**config.mk**
```make
export PLATFORM = sky130hd
export DESIGN_NAME = multi_queue_overwrite_fifo_core
export DESIGN_NICKNAME = d
export VERILOG_FILES = /design/src/design/mqof_pkg.sv /design/src/design/mqof_ctrl.sv /design/src/design/mqof_dp.sv /design/src/design/multi_queue_overwrite_fifo_core.sv
export VERILOG_INCLUDE_DIRS = /design/src /design/src/design
export SDC_FILE = /design/constraint.sdc
export NUM_CORES = 2
export LEC_CHECK = 0
export ABC_CLOCK_PERIOD_IN_PS = 5270
export BUFFER_PORTS_ARGS = -buffer_cell sky130_fd_sc_hd__clkbuf_2
export CAP_MARGIN = 20
export CORE_MARGIN = 5
export CORE_UTILIZATION = 40
export DETAILED_ROUTE_END_ITERATION = 16
export GPL_TIMING_DRIVEN = 1
export SYNTH_ARGS = -nofsm -noshare
export SYNTH_HDL_FRONTEND = slang
export SYNTH_HIERARCHICAL = 1
export SYNTH_SLANG_ARGS = --single-unit
```
**constraint.sdc**
```tcl
create_clock -name i_clk -period 5.27 [get_ports i_clk]
set_input_delay 0.527 -clock i_clk [delete_from_list [all_inputs] [get_ports i_clk]]
set_output_delay 0.527 -clock i_clk [all_outputs]
set_load 0.03 [all_outputs]
```
**src/design/multi_queue_overwrite_fifo_core_defines.svh**
```systemverilog
// assertion macros for the multi-queue overwrite fifo rtl
// no dependencies; users supply i_clk and i_rst_n in scope
`ifndef MULTI_QUEUE_OVERWRITE_FIFO_CORE_DEFINES_SVH
`define MULTI_QUEUE_OVERWRITE_FIFO_CORE_DEFINES_SVH

// checked only while out of reset
`define MQOF_ASSERT(lbl, prop, msg) \
    lbl: assert property (@(posedge i_clk) disable iff (!i_rst_n) prop) else $error(msg);

// checked at every edge, reset included
`define MQOF_ASSERT_ALWAYS(lbl, prop, msg) \
    lbl: assert property (@(posedge i_clk) prop) else $error(msg);

`endif

```
**src/design/mqof_pkg.sv**
```systemverilog
// shared types and codes for the multi-queue overwrite fifo
// no dependencies
`timescale 1ns / 1ps

package mqof_pkg;

    localparam int CMD_W  = 2;
    localparam int IDX_W  = 2;
    localparam int DATA_W = 32;
    localparam int STAT_W = 2;
    localparam int OCC_W  = 5;
    localparam int LOST_W = 32;

    typedef logic [CMD_W-1:0]  t_cmd;
    typedef logic [STAT_W-1:0] t_status;

    localparam t_cmd CMD_CLEAR = 2'd0;
    localparam t_cmd CMD_READ  = 2'd1;
    localparam t_cmd CMD_WRITE = 2'd2;

    localparam t_status ST_OK    = 2'd0;
    localparam t_status ST_LOST  = 2'd1;
    localparam t_status ST_EMPTY = 2'd2;

    // controller to datapath commands
    typedef struct packed {
        logic load;
        logic exec;
    } t_dp_cmd;

endpackage

```
**src/design/mqof_ctrl.sv**
```systemverilog
// request sequencer for the multi-queue overwrite fifo
// depends on mqof_pkg and the assertion macro header
`timescale 1ns / 1ps
`include "multi_queue_overwrite_fifo_core_defines.svh"

module mqof_ctrl (
    input  logic            i_clk,
    input  logic            i_rst_n,
    input  logic            start,
    output logic            busy,
    output logic            o_valid,
    output mqof_pkg::t_dp_cmd o_dp_cmd
);

    typedef enum logic [2:0] {
        S_IDLE = 3'b001,
        S_EXEC = 3'b010,
        S_RESP = 3'b100
    } t_state;

    t_state r_state;
    t_state n_state;

    always_comb begin
        n_state = r_state;
        case (r_state)
            S_IDLE: begin
                if (start) begin
                    n_state = S_EXEC;
                end
            end
            S_EXEC:  n_state = S_RESP;
            S_RESP:  n_state = S_IDLE;
            default: n_state = S_IDLE;
        endcase
    end

    always_ff @(posedge i_clk) begin
        if (!i_rst_n) begin
            r_state <= S_IDLE;
        end else begin
            r_state <= n_state;
        end
    end

    assign busy          = (r_state != S_IDLE);
    assign o_valid       = (r_state == S_RESP);
    assign o_dp_cmd.load = start && (r_state == S_IDLE);
    assign o_dp_cmd.exec = (r_state == S_EXEC);

    `MQOF_ASSERT(a_accept_to_result, start && !busy |-> ##2 o_valid, "request lost")
    `MQOF_ASSERT(a_result_single, o_valid |=> !o_valid, "result repeated")
    `MQOF_ASSERT(a_free_after_result, o_valid |=> !busy, "stuck busy after result")
    `MQOF_ASSERT_ALWAYS(a_result_while_busy, o_valid |-> busy, "result while idle")

endmodule

```
**src/design/mqof_dp.sv**
```systemverilog
// queue pointers, counters and word memory of the multi-queue overwrite fifo
// depends on mqof_pkg
`timescale 1ns / 1ps

module mqof_dp #(
    parameter int QUEUE_DEPTH = 16,
    parameter int NUM_QUEUES  = 4,
    parameter int WORD_WIDTH  = 32
) (
    input  logic                          i_clk,
    input  logic                          i_rst_n,
    input  mqof_pkg::t_dp_cmd             i_dp_cmd,
    input  logic [mqof_pkg::CMD_W-1:0]    i_command,
    input  logic [mqof_pkg::IDX_W-1:0]    i_queue_index,
    input  logic [mqof_pkg::DATA_W-1:0]   i_write_data,
    output logic [mqof_pkg::DATA_W-1:0]   o_read_data,
    output logic [mqof_pkg::STAT_W-1:0]   o_status,
    output logic [mqof_pkg::OCC_W-1:0]    o_occupancy,
    output logic [mqof_pkg::LOST_W-1:0]   o_lost_count
);

    localparam int DW = (WORD_WIDTH < mqof_pkg::DATA_W) ? WORD_WIDTH : mqof_pkg::DATA_W;
    localparam int PW = $clog2(QUEUE_DEPTH);
    localparam int FW = $clog2(QUEUE_DEPTH + 1);
    localparam int QW = (NUM_QUEUES > 1) ? $clog2(NUM_QUEUES) : 1;
    localparam int IW = (QW > mqof_pkg::IDX_W) ? QW : mqof_pkg::IDX_W;
    localparam int MD = NUM_QUEUES * QUEUE_DEPTH;
    localparam int AW = (MD > 1) ? $clog2(MD) : 1;

    // captured request
    mqof_pkg::t_cmd               r_cmd;
    logic [mqof_pkg::IDX_W-1:0]   r_idx;
    logic [DW-1:0]                r_wdata;

    // per-queue state
    logic [PW-1:0]                r_rd_ptr [NUM_QUEUES];
    logic [PW-1:0]                r_wr_ptr [NUM_QUEUES];
    logic [FW-1:0]                r_fill   [NUM_QUEUES];
    logic [mqof_pkg::LOST_W-1:0]  r_lost   [NUM_QUEUES];

    logic [DW-1:0]                mem [MD];
    logic [DW-1:0]                r_rd_data;
    logic                         r_rd_hit;
    mqof_pkg::t_status            r_status;
    logic [mqof_pkg::OCC_W-1:0]   r_occ;
    logic [mqof_pkg::LOST_W-1:0]  r_lost_out;

    logic [IW-1:0]                idx_ext;
    logic [QW-1:0]                q_sel;
    logic                         q_ok;
    logic [PW-1:0]                cur_rd;
    logic [PW-1:0]                cur_wr;
    logic [FW-1:0]                cur_fill;
    logic [mqof_pkg::LOST_W-1:0]  cur_lost;
    logic [PW-1:0]                rd_adv;
    logic [PW-1:0]                wr_adv;
    logic [PW-1:0]                n_rd;
    logic [PW-1:0]                n_wr;
    logic [FW-1:0]                n_fill;
    logic [mqof_pkg::LOST_W-1:0]  n_lost;
    mqof_pkg::t_status            n_status;
    logic                         mem_we;
    logic                         rd_hit;
    logic [AW-1:0]                addr_rd;
    logic [AW-1:0]                addr_wr;

    always_ff @(posedge i_clk) begin
        if (i_dp_cmd.load) begin
            r_cmd   <= i_command;
            r_idx   <= i_queue_index;
            r_wdata <= DW'(i_write_data);
        end
    end

    assign idx_ext  = IW'(r_idx);
    assign q_sel    = idx_ext[QW-1:0];
    assign q_ok     = (32'(r_idx) < 32'(NUM_QUEUES));
    assign cur_rd   = r_rd_ptr[q_sel];
    assign cur_wr   = r_wr_ptr[q_sel];
    assign cur_fill = r_fill[q_sel];
    assign cur_lost = r_lost[q_sel];
    assign rd_adv   = (cur_rd == PW'(QUEUE_DEPTH - 1)) ? '0 : PW'(cur_rd + 1'b1);
    assign wr_adv   = (cur_wr == PW'(QUEUE_DEPTH - 1)) ? '0 : PW'(cur_wr + 1'b1);
    assign addr_rd  = AW'(q_sel) * AW'(QUEUE_DEPTH) + AW'(cur_rd);
    assign addr_wr  = AW'(q_sel) * AW'(QUEUE_DEPTH) + AW'(cur_wr);

    always_comb begin
        n_rd     = cur_rd;
        n_wr     = cur_wr;
        n_fill   = cur_fill;
        n_lost   = cur_lost;
        n_status = mqof_pkg::ST_OK;
        mem_we   = 1'b0;
        rd_hit   = 1'b0;
        case (r_cmd)
            mqof_pkg::CMD_CLEAR: begin
                n_rd   = '0;
                n_wr   = '0;
                n_fill = '0;
                n_lost = '0;
            end
            mqof_pkg::CMD_READ: begin
                if (cur_fill == '0) begin
                    n_status = mqof_pkg::ST_EMPTY;
                end else begin
                    rd_hit = 1'b1;
                    n_rd   = rd_adv;
                    n_fill = FW'(cur_fill - 1'b1);
                end
            end
            mqof_pkg::CMD_WRITE: begin
                mem_we = 1'b1;
                n_wr   = wr_adv;
                if (cur_fill == FW'(QUEUE_DEPTH)) begin
                    // full: drop the oldest word
                    n_rd     = rd_adv;
                    n_status = mqof_pkg::ST_LOST;
                    if (cur_lost != '1) begin
                        n_lost = cur_lost + 1'b1;
                    end
                end else begin
                    n_fill = FW'(cur_fill + 1'b1);
                end
            end
            default: ;
        endcase
    end

    always_ff @(posedge i_clk) begin
        if (!i_rst_n) begin
            for (int i = 0; i < NUM_QUEUES; i++) begin
                r_rd_ptr[i] <= '0;
                r_wr_ptr[i] <= '0;
                r_fill[i]   <= '0;
                r_lost[i]   <= '0;
            end
        end else if (i_dp_cmd.exec && q_ok) begin
            r_rd_ptr[q_sel] <= n_rd;
            r_wr_ptr[q_sel] <= n_wr;
            r_fill[q_sel]   <= n_fill;
            r_lost[q_sel]   <= n_lost;
        end
    end

    always_ff @(posedge i_clk) begin
        if (i_dp_cmd.exec && q_ok && mem_we) begin
            mem[addr_wr] <= r_wdata;
        end
    end

    always_ff @(posedge i_clk) begin
        if (i_dp_cmd.exec) begin
            r_rd_data <= mem[addr_rd];
        end
    end

    // result fields, all zero for an out-of-range queue
    always_ff @(posedge i_clk) begin
        if (i_dp_cmd.exec) begin
            r_rd_hit   <= q_ok && rd_hit;
            r_status   <= q_ok ? n_status : mqof_pkg::ST_OK;
            r_occ      <= q_ok ? mqof_pkg::OCC_W'(n_fill) : '0;
            r_lost_out <= q_ok ? n_lost : '0;
        end
    end

    assign o_read_data  = r_rd_hit ? mqof_pkg::DATA_W'(r_rd_data) : '0;
    assign o_status     = r_status;
    assign o_occupancy  = r_occ;
    assign o_lost_count = r_lost_out;

endmodule

```
**src/design/multi_queue_overwrite_fifo_core.sv**
```systemverilog
// top level of the multi-queue overwrite fifo: sequencer plus datapath
// depends on mqof_pkg, mqof_ctrl and mqof_dp
`timescale 1ns / 1ps

// channel   handshake          payload
// request   start, busy        i_command, i_queue_index, i_write_data
// result    o_valid (strobe)   o_read_data, o_status, o_occupancy, o_lost_count
//
// each request goes through capture, queue update with memory access, then result
// the word memory, with one write port and one registered read port, sets the exec step
// busy stays high from accept until the result cycle ends
// synchronous active-low reset clears all pointers, fill and lost counts
// o_valid is high for one cycle and the receiver cannot stall it

module multi_queue_overwrite_fifo_core #(
    parameter int QUEUE_DEPTH = 16,
    parameter int NUM_QUEUES  = 4,
    parameter int WORD_WIDTH  = 32
) (
    input  logic                          i_clk,
    input  logic                          i_rst_n,
    input  logic                          start,
    output logic                          busy,
    input  logic [mqof_pkg::CMD_W-1:0]    i_command,
    input  logic [mqof_pkg::IDX_W-1:0]    i_queue_index,
    input  logic [mqof_pkg::DATA_W-1:0]   i_write_data,
    output logic                          o_valid,
    output logic [mqof_pkg::DATA_W-1:0]   o_read_data,
    output logic [mqof_pkg::STAT_W-1:0]   o_status,
    output logic [mqof_pkg::OCC_W-1:0]    o_occupancy,
    output logic [mqof_pkg::LOST_W-1:0]   o_lost_count
);

    mqof_pkg::t_dp_cmd dp_cmd;

    mqof_ctrl u_ctrl (
        .i_clk    (i_clk),
        .i_rst_n  (i_rst_n),
        .start    (start),
        .busy     (busy),
        .o_valid  (o_valid),
        .o_dp_cmd (dp_cmd)
    );

    mqof_dp #(
        .QUEUE_DEPTH (QUEUE_DEPTH),
        .NUM_QUEUES  (NUM_QUEUES),
        .WORD_WIDTH  (WORD_WIDTH)
    ) u_dp (
        .i_clk         (i_clk),
        .i_rst_n       (i_rst_n),
        .i_dp_cmd      (dp_cmd),
        .i_command     (i_command),
        .i_queue_index (i_queue_index),
        .i_write_data  (i_write_data),
        .o_read_data   (o_read_data),
        .o_status      (o_status),
        .o_occupancy   (o_occupancy),
        .o_lost_count  (o_lost_count)
    );

endmodule

```
==> flow_summary.json <==
{
  "antenna_left": 0,
  "fin_crit_sh_pct": 81.4,
  "drv_slew": 0,
  "routed-via-count": 58055,
  "cts_tree": "yes",
  "grt_pass1_vias": 54666,
  "crit_path_start_kind": "flop",
  "outcome": "finished, final reports clean",
  "grt_overflow": 0,
  "grt_max_degree": 139,
  "clockBufferDepth": 3,
  "globalplace.congestion": 0.842,
  "insertion_delay_ps": 890,
  "portBuffers": 111,
  "clock-sinks": 2341,
  "ys_types": 90,
  "crit_path_max_incr_delay_ps": 550,
  "dieArea_mm2": 0.243,
  "cellPowerDensity_mw_per_mm2": 388,
  "yosysWarnings": 6,
  "grt_antenna_before_repair": 14,
  "critical_path.cell_chain": "mux2i_1 > mux2_8 > inv_8 > buf_12 > buf_4 > nor2b_1 > a211oi_1 > a311oi_1 > nor4_1 > o22ai_1 > a211o_1",
  "yosysTopAreaCell": "edfxtp_1",
  "htreeDepth": 4,
  "seq_area_mm2": 0.0703,
  "async_reset_ff_share_pct": 0,
  "io_pins": 112,
  "holdBufCountCts": 37,
  "cts-resized-gates": 0,
  "fillers": 20038,
  "synthTopCellsByArea": "edfxtp_1, nand2_1, mux4_2",
  "critPathKind": "flop to flop",
  "final-setup-viol-count": 0,
  "seqPwrFrac_pct": 50.0,
  "p_int_w": 0.0310,
  "dr.pass1.iters": 7,
  "cap_violations": 0,
  "clkSlewWorstSetupHoldPaths_ps": 60,
  "grt_util_all_layers_pct": 24.3,
  "seq_area_frac_synth_pct": 75.2,
  "synth_area_mm2": 0.0934,
  "setup_tns_ps": 0,
  "required_ps": 5840,
  "final_util_pct": 46.0,
  "root_buffer": "clkbuf_16",
  "synth_top_cell_area_share_pct": 75.1,
  "multi_input_area_mm2": 0.0214,
  "dieWidth_um": 493,
  "grt_setup_unrepaired": "false",
  "crit_family": "buffers and inverters",
  "peakVddDrop_v": 0.000285,
  "nets": 6471,
  "combinationalPowerShare_pct": 10.4,
  "synth-edff-count": 2336,
  "drive_gt1_share_pct": 14.9,
  "synthesis.nets": 6231,
  "drc_errors": 0,
  "min_from": "i_rst_n",
  "clock_skew_ps": 79.0,
  "min_period_ps": 4290,
  "cpMaxStageDelayCell": "nor4_1",
  "grt_pass1_wl_mm": 423,
  "cts_inserted_buffers": 231,
  "syn_avg_cell_area_um2": 15.1,
  "final_hold_viol_count": 0,
  "max_slew.worst_pin.slew_ps": 1240,
  "coreArea_mm2": 0.233,
  "area_growth_pct": 14.4,
  "hold_class": "input pin to flop",
  "power.leakage_nw": 35.0,
  "wl_mm": 304,
  "p_sw_w": 0.0104,
  "wl_per_cell_um": 31.4,
  "drt-vias-per-instance": 6.00,
  "synthFlopType": "edfxtp_1",
  "cp_max_fo": 93,
  "cts_setup_buffers": 0,
  "slew_headroom_pct": 17.1,
  "arrival_ps": 4860,
  "die_y_um": 493,
  "path_buf_inv": 3,
  "ys_ff_latch": 2341,
  "row_count": 177,
  "initial_core_util_pct": 40.2,
  "pwr-share-clk_pct": 39.6,
  "max_freq_ghz": 0.233,
  "crit_path_end_kind": "flop",
  "drt-initial-drc-count": 8192,
  "dp_hpwl_mm": 170,
  "swShare_pct": 25.2,
  "postSynthCellCount": 6183
}
## layout by cell type (no fill, tap or decap), types with 11 or more instances in the layout
cell           synthesis  layout
clkbuf_1             137      35
mux2i_1              147     147
mux2_4                15      13
o221ai_1              15      15
clkinvlp_4             0      12
nor2_1               284     216
o21ai_0               26      26
nor3_1                33      29
edfxtp_1            2336    2336
a21oi_1               88      88
or3_1                 20      20
a211oi_1             187     187
nor2_4                 1      63
clkinv_1               0      64
a2111oi_0             12      12
inv_1                 51      51
mux4_2               114     112
o22ai_1               32      32
clkbuf_16              0     233
nand4_1               62      62
bufinv_16              0      20
clkinv_2               0      48
buf_4                 57     208
nand2_1             1241    1236
nor2b_1              195     191
a22oi_1               12      12
and2_1                38      38
nor2_2                 5      11
and3_1                52      52
nand3_1              300     297
nor4_1                49      49
a311oi_1             201     201
mux2_2                21      21
buf_12                 3      54
a31oi_1               67      67
dlygate4sd3_1          0      37
clkbuf_2               1     111
a32oi_1               26      26
## registers in the layout, indices dropped and copies added (netlist names), named ones only
register	flops
u_dp/mem	2048
u_dp/r_lost	128
u_dp/o_lost_count	32
u_dp/r_rd_data	32
u_dp/r_wdata	32
u_dp/r_fill	20
u_dp/r_rd_ptr	16
u_dp/r_wr_ptr	16
u_dp/o_occupancy	5
u_ctrl/r_state	3
u_dp/idx_ext	2
u_dp/o_status	2
u_dp/r_cmd	2
u_dp/r_rd_hit	1
## final cells by class
type	count	area share [%]
clock buffers	268	5.58
repair buffers	410	3.34
flip-flops and latches	2341	65.7
well taps	3043	3.56
inverters	53	0.208
clock inverters	167	1.48
diodes	9	0.0211
multi-input cells	3386	20.1
## power by group through the flow
stage	combinational (W)	clock, W	sequential, W
6_report	0.00430	0.0164	0.0207
5_1_grt	0.00455	0.0174	0.0207
4_1_cts	0.00426	0.0167	0.0207
3_5_place_dp	0.00422	0	0.0211
3_3_place_gp	0.00418	0	0.0211
2_1_floorplan	0.00256	0	0.0212
## metrics by stage
step | hold slack (ps) | total power [W] | instances | area (um2) | setup WS [ps]
global route | 314 | 0.0427 | 9669 | 107000 | 812
detailed placement | 590 | 0.0253 | 9196 | 98900 | 967
global placement | 581 | 0.0253 | 9196 | 98900 | 1050
CTS | 270 | 0.0416 | 9668 | 107000 | 979
finish | 354 | 0.0414 | 9677 | 107000 | 978
floorplan | 472 | 0.0238 | 6183 | 93400 | 724
## tightest hold or removal path: cells and delay by family
| family | cells | cell delay [ps] |
|---|---|---|
| AO/OA/AOI/OAI | 1 | 80 |
| AND/OR/NAND/NOR | 1 | 270 |
| buffers and inverters | 1 | 310 |
## per-layer routing
| layer | GRT usage (%) | vias to the layer above | wire length [um] |
|---|---|---|---|
| li1 | - | 24160 | - |
| met1 | 33.6 | 29741 | 119000 |
| met5 | 0 | - | 10 |
| met4 | 9.47 | 2 | 13600 |
| met3 | 6.04 | 649 | 34100 |
| met2 | 37.3 | 3503 | 137000 |
## cells by family (layout without fill, tap and decap cells)
logic type	after synthesis	in the layout	share of synthesized area, %
AOI/OAI and AO/OA	737	737	5.90
xor gates and xnor gates	1	1	0.00937
other	0	9	0
muxes	303	303	4.95
buffers and inverters	456	898	2.52
adders and majority gates	9	9	0.121
DFF	2341	2341	75.2
and+or+nand+nor	2336	2336	11.3
## synthesized netlist by cell type, types with 20 or more instances
cell	number
nor2_1	284
mux4_2	114
inv_1	51
o22ai_1	32
and2_1	38
nand3_1	300
or3_1	20
a31oi_1	67
mux2i_1	147
o21ai_0	26
clkbuf_1	137
buf_4	57
and3_1	52
a21oi_1	88
buf_2	169
a311oi_1	201
nand4_1	62
edfxtp_1	2336
nor3_1	33
nor2b_1	195
buf_6	20
a32oi_1	26
mux2_2	21
a211oi_1	187
nor4_1	49
nand2_1	1241
## path summary, 6_finish.rpt
path / endpoint / slack [ps] / cells past startpoint
worst max-delay path: u_dp/r_rd_data[16] / 980 / 11
worst min register to register: u_ctrl/r_state[1] / 630 / 1
worst max register to register: u_dp/r_rd_data[16] / 980 / 11
worst min-delay path: u_ctrl/r_state[0] / 350 / 3
(Power assumes the default switching activity.)
